==> config.mk <==
export PLATFORM = sky130hd
export DESIGN_NAME = config_line_classifier_top_flat
export DESIGN_NICKNAME = d
export VERILOG_FILES = /design/src/hw/rtl/clc_pkg.sv /design/src/hw/rtl/clc_if.sv /design/src/hw/rtl/clc_classifier.sv /design/src/hw/rtl/clc_out_reg.sv /design/src/hw/rtl/config_line_classifier_top.sv /design/src/flat_wrapper.sv
export VERILOG_INCLUDE_DIRS = /design/src /design/src/hw/rtl
export SDC_FILE = /design/constraint.sdc
export NUM_CORES = 1
export LEC_CHECK = 0
export ABC_CLOCK_PERIOD_IN_PS = 3300
export BUFFER_PORTS_ARGS = -buffer_cell sky130_fd_sc_hd__buf_2
export CAP_MARGIN = 20
export CORE_MARGIN = 1.5
export CORE_UTILIZATION = 45
export DETAILED_ROUTE_END_ITERATION = 7
export GPL_ROUTABILITY_DRIVEN = 0
export MAX_ROUTING_LAYER = met4
export PLACE_DENSITY = 0.71
export REMOVE_ABC_BUFFERS = 1
export SYNTH_ARGS = -nofsm -noshare
export SYNTH_HDL_FRONTEND = slang
export SYNTH_SLANG_ARGS = --single-unit
==> constraint.sdc <==
create_clock -name clk -period 3.3 [get_ports clk]
set_input_delay 0.165 -clock clk [delete_from_list [all_inputs] [get_ports clk]]
set_output_delay 0.165 -clock clk [all_outputs]
set_load 0.01 [all_outputs]
==> src/hw/rtl/assert_macros.svh <==
// ----------------------------------------------------------------------------
// Assertion macros shared by the line classifier RTL.
// Each macro expects signals named clk and rst_n in the enclosing module.
// ----------------------------------------------------------------------------
`ifndef ASSERT_MACROS_SVH
`define ASSERT_MACROS_SVH

// Same-cycle implication, checked outside reset.
`define CLC_ASSERT_NOW(lbl, ante, cons, msg) \
  lbl: assert property (@(posedge clk) disable iff (!rst_n) (ante) |-> (cons)) \
    else $error(msg);

// Next-cycle implication, checked outside reset.
`define CLC_ASSERT_NEXT(lbl, ante, cons, msg) \
  lbl: assert property (@(posedge clk) disable iff (!rst_n) (ante) |=> (cons)) \
    else $error(msg);

`endif

==> src/hw/rtl/clc_pkg.sv <==
// ----------------------------------------------------------------------------
// Config line classifier package
// Types, character constants and lookup functions shared by the block.
// ----------------------------------------------------------------------------
package clc_pkg;

  localparam int unsigned WIN_DEPTH = 11;
  localparam int unsigned POS_W     = 5;
  localparam logic [POS_W-1:0] POS_MAX = 5'd31;

  // Verdict kinds.
  localparam logic [2:0] KIND_IGNORED  = 3'd0;
  localparam logic [2:0] KIND_UNSET    = 3'd1;
  localparam logic [2:0] KIND_BUILTIN  = 3'd2;
  localparam logic [2:0] KIND_MODULE   = 3'd3;
  localparam logic [2:0] KIND_STRING   = 3'd4;
  localparam logic [2:0] KIND_INTEGER  = 3'd5;
  localparam logic [2:0] KIND_ERROR    = 3'd6;

  // Characters.
  localparam logic [7:0] CH_HASH  = 8'h23;
  localparam logic [7:0] CH_EQ    = 8'h3D;
  localparam logic [7:0] CH_Y     = 8'h79;
  localparam logic [7:0] CH_M     = 8'h6D;
  localparam logic [7:0] CH_QUOTE = 8'h22;
  localparam logic [7:0] CH_MINUS = 8'h2D;
  localparam logic [7:0] CH_X_LO  = 8'h78;
  localparam logic [7:0] CH_X_UP  = 8'h58;
  localparam logic [7:0] CH_ZERO  = 8'h30;
  localparam logic [7:0] CH_C     = 8'h43;

  // Tail of a disabled line, " is not set". Element 0 is the oldest byte in
  // the window, so the string reads backwards here.
  localparam logic [WIN_DEPTH-1:0][7:0] OFF_TAIL = "tes ton si ";

  typedef enum logic [7:0] {
    PH_START    = 8'b0000_0001,
    PH_HASHPRE  = 8'b0000_0010,
    PH_DISABLED = 8'b0000_0100,
    PH_COMMENT  = 8'b0000_1000,
    PH_NAMEPRE  = 8'b0001_0000,
    PH_NAME     = 8'b0010_0000,
    PH_VALUE    = 8'b0100_0000,
    PH_ERROR    = 8'b1000_0000
  } phase_t;

  typedef struct packed {
    logic [1:0] cnt;
    logic       hexbad;
    logic       decbad;
    logic       hexpre;
    logic       sign;
  } num_track_t;

  typedef struct packed {
    logic [7:0] name_char;
    logic       is_verdict;
    logic [2:0] line_kind;
  } result_t;

  // Expected bytes of "# CONFIG_" by position.
  function automatic logic [7:0] off_lead_char(input logic [3:0] idx);
    logic [7:0] ch;
    unique case (idx)
      4'd0:    ch = 8'h23;
      4'd1:    ch = 8'h20;
      4'd2:    ch = 8'h43;
      4'd3:    ch = 8'h4F;
      4'd4:    ch = 8'h4E;
      4'd5:    ch = 8'h46;
      4'd6:    ch = 8'h49;
      4'd7:    ch = 8'h47;
      4'd8:    ch = 8'h5F;
      default: ch = 8'h00;
    endcase
    return ch;
  endfunction

  // Expected bytes of "CONFIG_" by position.
  function automatic logic [7:0] on_lead_char(input logic [2:0] idx);
    logic [7:0] ch;
    unique case (idx)
      3'd0:    ch = 8'h43;
      3'd1:    ch = 8'h4F;
      3'd2:    ch = 8'h4E;
      3'd3:    ch = 8'h46;
      3'd4:    ch = 8'h49;
      3'd5:    ch = 8'h47;
      3'd6:    ch = 8'h5F;
      default: ch = 8'h00;
    endcase
    return ch;
  endfunction

  function automatic logic is_dec(input logic [7:0] c);
    return (c >= 8'h30) && (c <= 8'h39);
  endfunction

  function automatic logic is_hex(input logic [7:0] c);
    return is_dec(c) || ((c >= 8'h61) && (c <= 8'h66)) || ((c >= 8'h41) && (c <= 8'h46));
  endfunction

endpackage

==> src/hw/rtl/clc_if.sv <==
// ----------------------------------------------------------------------------
// Config line classifier channels
// Valid/ready interfaces for the byte input and the result output.
// ----------------------------------------------------------------------------
interface clc_in_if;
  logic       valid;
  logic       ready;
  logic [7:0] line_byte;
  logic       line_end;

  modport source (output valid, output line_byte, output line_end, input ready);
  modport sink   (input valid, input line_byte, input line_end, output ready);
endinterface

interface clc_out_if;
  logic       valid;
  logic       ready;
  logic [7:0] name_char;
  logic       is_verdict;
  logic [2:0] line_kind;

  modport source (output valid, output name_char, output is_verdict, output line_kind,
                  input ready);
  modport sink   (input valid, input name_char, input is_verdict, input line_kind,
                  output ready);
endinterface

==> src/hw/rtl/clc_classifier.sv <==
// ----------------------------------------------------------------------------
// Config line classifier core
// Per-line state registers and the combinational byte update and verdict.
// ----------------------------------------------------------------------------
`include "assert_macros.svh"

module clc_classifier (
  input  logic             clk,
  input  logic             rst_n,
  input  logic             accept,
  input  logic [7:0]       line_byte,
  input  logic             line_end,
  output logic             res_valid,
  output clc_pkg::result_t res
);

  clc_pkg::phase_t                             phase_r, phase_nxt;
  logic [clc_pkg::POS_W-1:0]                   pos_r, pos_nxt;
  logic [clc_pkg::WIN_DEPTH-1:0][7:0]          win_r, win_nxt;
  logic [7:0]                                  first_r, first_nxt;
  logic [7:0]                                  last_r, last_nxt;
  logic [1:0]                                  vlen_r, vlen_nxt;
  clc_pkg::num_track_t                         nt_r, nt_nxt;

  logic [2:0] verdict;
  logic       int_ok;
  logic       emit;
  logic [7:0] emit_ch;

  // Integer test on the tracked value.
  always_comb begin
    if (nt_r.cnt == 2'd0) begin
      int_ok = 1'b0;
    end else if (nt_r.hexpre && (nt_r.cnt == 2'd3)) begin
      int_ok = !nt_r.hexbad;
    end else begin
      int_ok = !nt_r.decbad;
    end
  end

  // Verdict from the state reached before the end-of-line transaction.
  always_comb begin
    verdict = clc_pkg::KIND_ERROR;
    unique case (phase_r)
      clc_pkg::PH_START, clc_pkg::PH_HASHPRE, clc_pkg::PH_COMMENT: begin
        verdict = clc_pkg::KIND_IGNORED;
      end
      clc_pkg::PH_DISABLED: begin
        verdict = (win_r == clc_pkg::OFF_TAIL) ? clc_pkg::KIND_UNSET : clc_pkg::KIND_ERROR;
      end
      clc_pkg::PH_VALUE: begin
        if (vlen_r == 2'd0) begin
          verdict = clc_pkg::KIND_ERROR;
        end else if ((vlen_r == 2'd1) && (first_r == clc_pkg::CH_Y)) begin
          verdict = clc_pkg::KIND_BUILTIN;
        end else if ((vlen_r == 2'd1) && (first_r == clc_pkg::CH_M)) begin
          verdict = clc_pkg::KIND_MODULE;
        end else if ((vlen_r != 2'd1) && (first_r == clc_pkg::CH_QUOTE) &&
                     (last_r == clc_pkg::CH_QUOTE)) begin
          verdict = clc_pkg::KIND_STRING;
        end else begin
          verdict = int_ok ? clc_pkg::KIND_INTEGER : clc_pkg::KIND_ERROR;
        end
      end
      default: begin
        verdict = clc_pkg::KIND_ERROR;
      end
    endcase
  end

  // Byte update.
  always_comb begin
    phase_nxt = phase_r;
    first_nxt = first_r;
    last_nxt  = last_r;
    vlen_nxt  = vlen_r;
    nt_nxt    = nt_r;
    emit      = 1'b0;
    emit_ch   = line_byte;
    win_nxt   = {line_byte, win_r[clc_pkg::WIN_DEPTH-1:1]};
    pos_nxt   = (pos_r == clc_pkg::POS_MAX) ? pos_r : pos_r + 1'b1;

    unique case (phase_r)
      clc_pkg::PH_START: begin
        if (line_byte == clc_pkg::CH_HASH) begin
          phase_nxt = clc_pkg::PH_HASHPRE;
        end else if (line_byte == clc_pkg::CH_C) begin
          phase_nxt = clc_pkg::PH_NAMEPRE;
          emit      = 1'b1;
        end else begin
          phase_nxt = clc_pkg::PH_ERROR;
        end
      end
      clc_pkg::PH_HASHPRE: begin
        if ((pos_r < 5'd9) && (line_byte == clc_pkg::off_lead_char(pos_r[3:0]))) begin
          if (pos_r == 5'd8) begin
            phase_nxt = clc_pkg::PH_DISABLED;
          end
        end else begin
          phase_nxt = clc_pkg::PH_COMMENT;
        end
      end
      clc_pkg::PH_NAMEPRE: begin
        if ((pos_r < 5'd7) && (line_byte == clc_pkg::on_lead_char(pos_r[2:0]))) begin
          emit = 1'b1;
          if (pos_r == 5'd6) begin
            phase_nxt = clc_pkg::PH_NAME;
          end
        end else begin
          phase_nxt = clc_pkg::PH_ERROR;
        end
      end
      clc_pkg::PH_NAME: begin
        if (line_byte == clc_pkg::CH_EQ) begin
          phase_nxt = clc_pkg::PH_VALUE;
        end else begin
          emit = 1'b1;
        end
      end
      clc_pkg::PH_DISABLED: begin
        // The byte eleven places back leaves the window as a name byte.
        if (pos_r >= 5'd13) begin
          emit    = 1'b1;
          emit_ch = win_r[0];
        end
      end
      clc_pkg::PH_VALUE: begin
        if (vlen_r == 2'd0) begin
          first_nxt = line_byte;
        end
        last_nxt = line_byte;
        if ((vlen_r == 2'd0) && (line_byte == clc_pkg::CH_MINUS)) begin
          nt_nxt.sign = 1'b1;
        end else begin
          if (!clc_pkg::is_dec(line_byte)) begin
            nt_nxt.decbad = 1'b1;
          end
          if (nt_r.cnt == 2'd0) begin
            if (line_byte != clc_pkg::CH_ZERO) begin
              nt_nxt.hexbad = 1'b1;
            end
          end else if (nt_r.cnt == 2'd1) begin
            // Second digit position: an 'x' after a leading zero opens a hex number.
            if (!nt_r.hexbad &&
                ((line_byte == clc_pkg::CH_X_LO) || (line_byte == clc_pkg::CH_X_UP))) begin
              nt_nxt.hexpre = 1'b1;
            end
            nt_nxt.hexbad = 1'b0;
          end else if (!clc_pkg::is_hex(line_byte)) begin
            nt_nxt.hexbad = 1'b1;
          end
          if (nt_r.cnt != 2'd3) begin
            nt_nxt.cnt = nt_r.cnt + 2'd1;
          end
        end
        if (vlen_r != 2'd3) begin
          vlen_nxt = vlen_r + 2'd1;
        end
      end
      default: begin
        phase_nxt = phase_r;
      end
    endcase

    // The end of a line clears everything for the next one.
    if (line_end) begin
      phase_nxt = clc_pkg::PH_START;
      pos_nxt   = '0;
      win_nxt   = '0;
      first_nxt = '0;
      last_nxt  = '0;
      vlen_nxt  = '0;
      nt_nxt    = '0;
    end
  end

  assign res_valid      = line_end || emit;
  assign res.name_char  = line_end ? 8'h00 : emit_ch;
  assign res.is_verdict = line_end;
  assign res.line_kind  = line_end ? verdict : clc_pkg::KIND_IGNORED;

  always_ff @(posedge clk) begin
    if (!rst_n) begin
      phase_r <= clc_pkg::PH_START;
      pos_r   <= '0;
      win_r   <= '0;
      first_r <= '0;
      last_r  <= '0;
      vlen_r  <= '0;
      nt_r    <= '0;
    end else if (accept) begin
      phase_r <= phase_nxt;
      pos_r   <= pos_nxt;
      win_r   <= win_nxt;
      first_r <= first_nxt;
      last_r  <= last_nxt;
      vlen_r  <= vlen_nxt;
      nt_r    <= nt_nxt;
    end
  end

  `CLC_ASSERT_NEXT(a_line_end_clears, accept && line_end,
                   (phase_r == clc_pkg::PH_START) && (pos_r == '0) && (vlen_r == 2'd0),
                   "line state not cleared after end of line")
  `CLC_ASSERT_NOW(a_name_kind_zero, res_valid && !res.is_verdict,
                  res.line_kind == clc_pkg::KIND_IGNORED,
                  "name byte carries a verdict kind")
  `CLC_ASSERT_NEXT(a_pos_saturates, accept && !line_end && (pos_r == clc_pkg::POS_MAX),
                   pos_r == clc_pkg::POS_MAX, "position counter wrapped")
  `CLC_ASSERT_NOW(a_value_len_tracks, (phase_r != clc_pkg::PH_VALUE),
                  (vlen_r == 2'd0) && (nt_r == '0),
                  "value tracking active outside the value phase")

endmodule

==> src/hw/rtl/clc_out_reg.sv <==
// ----------------------------------------------------------------------------
// Config line classifier output register
// Holds one result transaction until the receiver takes it.
// ----------------------------------------------------------------------------
`include "assert_macros.svh"

module clc_out_reg (
  input  logic             clk,
  input  logic             rst_n,
  input  logic             load,
  input  clc_pkg::result_t load_data,
  input  logic             out_ready,
  output logic             out_valid,
  output clc_pkg::result_t out_data,
  output logic             can_load
);

  logic             valid_r, valid_nxt;
  clc_pkg::result_t data_r;

  // Space is free when empty or when the held result leaves this cycle.
  assign can_load  = !valid_r || out_ready;
  assign valid_nxt = load || (valid_r && !out_ready);

  always_ff @(posedge clk) begin
    if (!rst_n) begin
      valid_r <= 1'b0;
    end else begin
      valid_r <= valid_nxt;
    end
  end

  always_ff @(posedge clk) begin
    if (load) begin
      data_r <= load_data;
    end
  end

  assign out_valid = valid_r;
  assign out_data  = data_r;

  `CLC_ASSERT_NOW(a_no_overwrite, valid_r && !out_ready, !load,
                  "stalled result overwritten")
  `CLC_ASSERT_NEXT(a_load_shows, load, valid_r, "loaded result not presented")

endmodule

==> src/hw/rtl/config_line_classifier_top.sv <==
// ----------------------------------------------------------------------------
// Config line classifier
// Classifies configuration text lines and passes out the option names.
// ----------------------------------------------------------------------------
// The input channel carries one byte of a line per transaction; a transaction
// with line_end set closes the line and its byte is ignored. Each line gives
// name-byte results (is_verdict low) and then exactly one verdict result
// (is_verdict high) with the line kind. Name bytes only count when the
// verdict is unset, built-in, module, string or integer.
// Every input transaction is handled in the cycle it is accepted: the line
// state is updated and any result goes straight into the output register, so
// a result appears on the output channel in the cycle after its input byte.
// While the receiver keeps taking results, one byte is accepted every cycle.
// Bytes of a disabled line come out eleven positions late, through a shift
// window, so that the " is not set" tail never appears as name bytes.
// When the receiver stalls, the held result stays put and input is refused
// for as long as the output register is full, even for a byte that would
// give no result; in the cycle the receiver takes the held result, input is
// accepted again.
// A synchronous active-low reset returns the block to the start of a line
// with no result pending.
// ----------------------------------------------------------------------------
module config_line_classifier_top (
  input  logic      clk,
  input  logic      rst_n,
  clc_in_if.sink    in_ch,
  clc_out_if.source out_ch
);

  logic             accept;
  logic             res_valid;
  clc_pkg::result_t res;
  logic             can_load;
  clc_pkg::result_t out_data;

  // Every transaction may yield a result, so input waits for register space.
  assign in_ch.ready = can_load;
  assign accept      = in_ch.valid && can_load;

  clc_classifier u_classifier (
    .clk       (clk),
    .rst_n     (rst_n),
    .accept    (accept),
    .line_byte (in_ch.line_byte),
    .line_end  (in_ch.line_end),
    .res_valid (res_valid),
    .res       (res)
  );

  clc_out_reg u_out_reg (
    .clk       (clk),
    .rst_n     (rst_n),
    .load      (accept && res_valid),
    .load_data (res),
    .out_ready (out_ch.ready),
    .out_valid (out_ch.valid),
    .out_data  (out_data),
    .can_load  (can_load)
  );

  assign out_ch.name_char  = out_data.name_char;
  assign out_ch.is_verdict = out_data.is_verdict;
  assign out_ch.line_kind  = out_data.line_kind;

endmodule
==> src/flat_wrapper.sv <==
// flat-port wrapper written by rule: the top's interface ports become plain ports
module config_line_classifier_top_flat 
  (clk, rst_n, in_ch_valid, in_ch_line_byte, in_ch_line_end, in_ch_ready, out_ch_valid, out_ch_name_char, out_ch_is_verdict, out_ch_line_kind, out_ch_ready);
  clc_in_if in_ch_i ();
  clc_out_if out_ch_i ();
  input  logic clk;
  input  logic rst_n;
  input wire logic [$bits(in_ch_i.valid)-1:0] in_ch_valid;
  input wire logic [$bits(in_ch_i.line_byte)-1:0] in_ch_line_byte;
  input wire logic [$bits(in_ch_i.line_end)-1:0] in_ch_line_end;
  output wire logic [$bits(in_ch_i.ready)-1:0] in_ch_ready;
  output wire logic [$bits(out_ch_i.valid)-1:0] out_ch_valid;
  output wire logic [$bits(out_ch_i.name_char)-1:0] out_ch_name_char;
  output wire logic [$bits(out_ch_i.is_verdict)-1:0] out_ch_is_verdict;
  output wire logic [$bits(out_ch_i.line_kind)-1:0] out_ch_line_kind;
  input wire logic [$bits(out_ch_i.ready)-1:0] out_ch_ready;
  assign in_ch_i.valid = in_ch_valid;
  assign in_ch_i.line_byte = in_ch_line_byte;
  assign in_ch_i.line_end = in_ch_line_end;
  assign in_ch_ready = in_ch_i.ready;
  assign out_ch_valid = out_ch_i.valid;
  assign out_ch_name_char = out_ch_i.name_char;
  assign out_ch_is_verdict = out_ch_i.is_verdict;
  assign out_ch_line_kind = out_ch_i.line_kind;
  assign out_ch_i.ready = out_ch_ready;
  config_line_classifier_top u_core (.clk(clk), .rst_n(rst_n), .in_ch(in_ch_i), .out_ch(out_ch_i));
endmodule
# Word-level counts from Yosys, hierarchy flattened
# Memories as Yosys holds them, arrays and structs flattened. A register that Yosys moved wholly into a read port is not among the register bits.
# Index checks and enable logic that the tools add are counted.
# Widths: inputs -> output; s select.
# totals
elab_cells	182
n_memories	1
mem_bits_ro	112
reg_bits	137
# op_classes
n_mux	55
n_addsub	3
n_eq_ne	45
magnitude_cmp	9
reduce_logical	45
# mem_list
memory	words	width	read_ports	rd_ports_with_merged_regs	write_ports	line_no	source
(name not given)	16	7	1	1	0	clc_pkg.sv:64	unique case (idx)
# ops
cell	n
$mux 8	17
$eq 88x87->1 const B	1
$mux 88	1
$pmux 7 s7	1
$eq 8x6->1 const B	6
$eq 8x7->1 const B	6
$pmux 8 s4	1
$eq 8x8->1	2
$ge 8x7->1 const B	2
$le 8x7->1 const B	2
$mux 1	16
$logic_and 1x1->1	15
$mux 5	3
$mux 2	6
$mux 3	4
$mux 6	2
$ne 2x2->1 const B	6
$ne 4x4->1 const B	3
$reduce_bool 2->1	6
$reduce_and 5->1	2
$eq 3x3->1 const B	3
$pmux 3 s3	1
$eq 8x1->1 const B	1
$eq 8x2->1 const B	1
other kinds (33)	49

# Logic depth before layout (Yosys ltp)
# depth
ltp_word	10
mapped_depth	10
mapped_depth_nobuf	10

# Modules after synthesis
# From an unflattened synthesis, not the netlist that was laid out.
# hier_totals
cells_unflattened	702
hier_area_um2	6596.3
# by_module_without_submodules
mod	cells_per_inst	seq_area_each_um2	n_inst	area_per_inst_um2
clc_classifier	684	2622.5	1	6174.7
clc_out_reg	16	380.4	1	409.1
config_line_classifier_top	2	0.0	1	12.5

# Worst setup path before layout
# No wires, ideal clock.
# synth_path
kind	register to register
start	register u_core.u_classifier.pos_r[2] (netlist name)
end	register u_core.u_out_reg.data_r (netlist bit u_core.u_out_reg.out_data[0]), enable pin
setup_slack_ns	0.623
setup_time_ns	0.350
stages_incl_launch_ff	10
arrival_time_ns	2.327
period_less_slack_ns	2.677
path_buffers	1
path_cell_list	dfxtp_1 > clkbuf_1 > inv_1 > ha_1 > or4_4 > o32ai_2 > a31oi_1 > and4bb_2 > o31ai_1 > nand2_1
# synth_between
elab_chain_cells	9
elab_cells_between_ends	18
# synth_rtl
item	line_no	source
start, declared	clc_classifier.sv:18	logic [clc_pkg::POS_W-1:0] pos_r, pos_nxt;
start signal, assigned	clc_classifier.sv:193	pos_r <= pos_nxt;
$eq 3x3->1 (tied with other cells)	clc_pkg.sv:82	unique case (idx)
$pmux 7 s7	clc_pkg.sv:82	
$mux 8	clc_classifier.sv:83	unique case (phase_r)
$eq 8x8->1	clc_classifier.sv:104	if ((pos_r < 5'd7) && (line_byte == clc_pkg::on_lead_char(pos_r[2:0]))) begin
$logic_and 1x1->1	clc_classifier.sv:104	
$mux 1	clc_classifier.sv:104	
$pmux 1 s4 (*)	clc_classifier.sv:83	
$logic_or 1x1->1 (*)	clc_classifier.sv:177	assign res_valid = line_end || emit;
$logic_and 1x1->1 (*)	config_line_classifier_top.sv:53	.load (accept && res_valid),
via u_core.u_out_reg.load	clc_out_reg.sv:10	input logic load,
end signal, assigned	clc_out_reg.sv:35	data_r <= load_data;
end, declared	clc_out_reg.sv:19	clc_pkg::result_t data_r;
# Mark *: on every way through the listed nets, which the timed path passes. The rest lies on a longest branch. The select of a mux whose other input is x is not followed.
# A chain may end at the register's enable or synchronous reset.

# Final worst setup path
# layout_path
start	register u_core.u_classifier.pos_r[0] (netlist name)
end	register u_core.u_out_reg.data_r (netlist bit u_core.u_out_reg.out_data[2]), enable pin
# The elaborated chain is that of the path after synthesis.

==> run_results.csv <==
group,metric,value,unit
timing,fin_skew,0.00745,ns
route,finalWirelength,16100,um
grt,track_usage,21.8,%
place,placed_cells,994,
final_layout,fin_area,7680,um2
floorplanning,io_pins,27,
timing,slew_headroom,39.8,%
clock_tree,cts_resized,0,
route,wl_met1,7730,um
timing,drv_slew,0,
grt,grt_pass1_wl,27200,um
min_path,min_to,"u_core.u_classifier.phase_r[4]",
power_and_ir_drop,finalPower,0.00402,W
route,met2_length,7460,um
final_layout,nNetsFinal,854,
synth,async_flop_share,0,%
place,placed_area,7090,um2
place,place_hpwl,10300,um
power_and_ir_drop,sequentialPowerShare,45.0,%
min_path,hold_path_class,"primary input to register",
grt,grt_pass1_vias,5383,
place,port_buffers,26,
worst_setup_path,worst_setup_path_start_kind,"register",
clock_tree,ctsHoldBuffers,0,
synth,synthFlopType,"dfxtp_1",
worst_setup_path,crit_path_end_kind,"register",
grt,grt.overflow.total,0,
synth,ys_seq_area_share,43.8,%
synth,synthCells,826,
route,wl_per_cell,15.7,um
timing,fmax,0.353,GHz
final_layout,stdcell_count,1026,
clock_tree,cts_tree,"yes",
route,vias,5792,
synth,yosysTopAreaCellShare,38.6,%
route,maxUsedRoutingLayer,"met4",
power_and_ir_drop,combPwrFrac,7.3,%
timing,fin_crit,2.83,ns
synth,avgSynthCellArea,8.29,um2
clock_tree,htreeDepth,4,
worst_setup_path,crit_required,3.42,ns
synth,synth_area_leaders,"dfxtp_1 39%, nand2_1 11%, a21oi_1 8.0%",
clock_tree,clkSlewWorstSetupHoldPaths,0.06,ns
clock_tree,cts_num_sinks,144,
floorplanning,dieHeight,126,um
synth,ys_warn_count,0,
synth,synth.most_common_cell,"nand2_1",
route,drc,0,
floorplanning,start_util,46.6,%
timing,report.final.hold_viol_count,0,
run,max-cap-violations,0,
worst_setup_path,r2r_end,"u_core.u_out_reg.out_data[2]",
power_and_ir_drop,p_switching,0.000998,W
route,ant_nets,0,
power_and_ir_drop,power_leakage,2.72,nW
clock_tree,cts_made_buffers,17,
final_layout,layout-drive-gt1-share,11.2,%
final_layout,diodes,0,
route,via_per_inst,5.65,
synth,synth_common_cells,"203 x nand2_1, 132 x dfxtp_1, 110 x a21oi_1",
timing,rsz0062_at_grt,"false",
floorplanning,dieArea,16000,um2
worst_setup_path,critPathMaxFanout,12,
power_and_ir_drop,p_int,0.00302,W
grt,antenna_found_initial,0,
synth,synth_area_leader_cell,"dfxtp_1",
route,drtIter0Drc,527,
clock_tree,cts-root-buf,"clkbuf_16",
min_path,hold_depth,3,
worst_setup_path,rr_worst_depth,9,
grt,grt_max_degree,91,
synth,syn_area,6850,um2
outcome,status,"finished, final reports clean",
clock_tree,cts.path.max_buffers,2,
timing,setup_viol,0,
final_layout,area_growth,12.1,%
clock_tree,cts_setup_buffers,0,
worst_setup_path,r2r-start,"u_core.u_classifier.pos_r[0]",
synth,yosysUniqueCellTypes,74,
final_layout,fill_cells,1351,
route,drt_pass1_iterations,5,
floorplanning,die_width,126,um
power_and_ir_drop,p_clk_share,47.7,%
timing,worst_pin_slew,0.903,ns
worst_setup_path,crit_arrival,2.95,ns
synth,ys_ff_latch,144,
route,dr_wl_met3,674,um
worst_setup_path,crit_type,"register to register",
power_and_ir_drop,ir_worst_vdd,0.466,mV
synth,synth-edff-count,12,
worst_setup_path,reg2reg_slack,0.47,ns
floorplanning,coreArea,14700,um2
clock_tree,clk_latency,0.43,ns
timing,fin_crit_sh,85.8,%
power_and_ir_drop,cellPowerDensity,523,nW/um2
floorplanning,num_rows,44,
power_and_ir_drop,swShare,24.8,%
min_path,min_from,"rst_n",
==> state kept, by name, indices dropped and copies added (netlist names), named ones only <==
signal / cells
u_core.u_classifier.win_r: 88
u_core.u_out_reg.out_data: 12
u_core.u_classifier.first_r: 8
u_core.u_classifier.last_r: 8
u_core.u_classifier.phase_r: 8
u_core.u_classifier.nt_r: 5
u_core.u_classifier.pos_r: 5
u_core.u_classifier.vlen_r: 2
u_core.u_out_reg.out_valid: 1
==> power by group through the flow <==
stage                     combinational (W)  clock, W  sequential (W)
after CTS                          0.000293   0.00194         0.00181
after floorplan                    0.000174         0         0.00184
after detailed placement           0.000293         0         0.00184
after global routing               0.000324   0.00202         0.00181
final                              0.000294   0.00192         0.00181
after global placement             0.000290         0         0.00184
==> cell usage in the layout (no fill, tap or decap), drive strengths merged, types with 15 or more instances in the layout <==
cell | netlist | layout
dfxtp | 132 | 132
inv | 17 | 23
buf | 21 | 35
nand2 | 204 | 204
a21oi | 110 | 110
o21ai | 25 | 25
nor2 | 38 | 38
clkbuf | 30 | 18
a22oi | 18 | 18
mux2i | 15 | 15
nand3 | 20 | 20
==> metal layers <==
| metal | vias to the layer above | global-route usage, % |
|---|---|---|
| li1 | 2912 | - |
| met1 | 2742 | 28.7 |
| met2 | 117 | 33.1 |
| met3 | 21 | 4.85 |
| met4 | 0 | 7.44 |
| met5 | - | - |
==> critical path: stages (launching register included) <==
cell and delay (ns):
dfxtp_1 0.49, inv_1 0.16, ha_1 0.29, or4_4 0.56
o32ai_2 0.20, a31oi_1 0.09, and4bb_2 0.33, o31ai_1 0.09
nand2_1 0.08, buf_4 0.23
==> how the worst max path moves through the flow <==
stage                                             from                            to  slack (ns)
after floorplan             u_core.u_out_reg.out_valid                      register       -2.43
after global placement    u_core.u_classifier.pos_r[0]  u_core.u_out_reg.out_data[6]        0.56
after detailed placement  u_core.u_classifier.pos_r[0]  u_core.u_out_reg.out_data[6]        0.49
after CTS                 u_core.u_classifier.pos_r[0]  u_core.u_out_reg.out_data[2]        0.47
after global routing      u_core.u_classifier.pos_r[0]  u_core.u_out_reg.out_data[2]        0.30
final                     u_core.u_classifier.pos_r[0]  u_core.u_out_reg.out_data[2]        0.47
==> stage by stage <==
step	worst slack, ns	setup TNS (ns)	hold slack, ns	util (%)
final	0.470	0	0.0541	52.3
after global routing	0.301	0	0.0624	52.3
after CTS	0.475	0	0.0410	52.3
after detailed placement	0.488	0	0.443	48.2
after global placement	0.563	0	0.437	48.2
after floorplan	-2.43	-222.00	0.257	-
==> cell type report <==
class | count | area [um2] | share of cell area (%)
multi-input combinational | 613 | 3580 | 46.6
tap | 184 | 230 | 3.00
clock buffer | 18 | 439 | 5.72
timing repair buffer | 35 | 210 | 2.74
sequential | 144 | 3000 | 39.1
inverter | 18 | 67.6 | 0.879
clock inverter | 14 | 153 | 1.99
==> cells by family (layout without fill, tap and decap cells) <==
| kind of cell | count (synthesis) | count (layout) | share of synthesized area (%) |
|---|---|---|---|
| AO/OA/AOI/OAI | 189 | 189 | 16.3 |
| flip-flops | 144 | 144 | 43.8 |
| XOR/XNOR | 17 | 17 | 2.17 |
| buffers and inverters | 69 | 85 | 4.16 |
| AND/OR/NAND/NOR | 373 | 373 | 27.6 |
| adder cells (fa/ha/maj) | 12 | 12 | 2.19 |
| multiplexers | 22 | 22 | 3.73 |
Note: power is estimated with default switching activity, not from simulation.
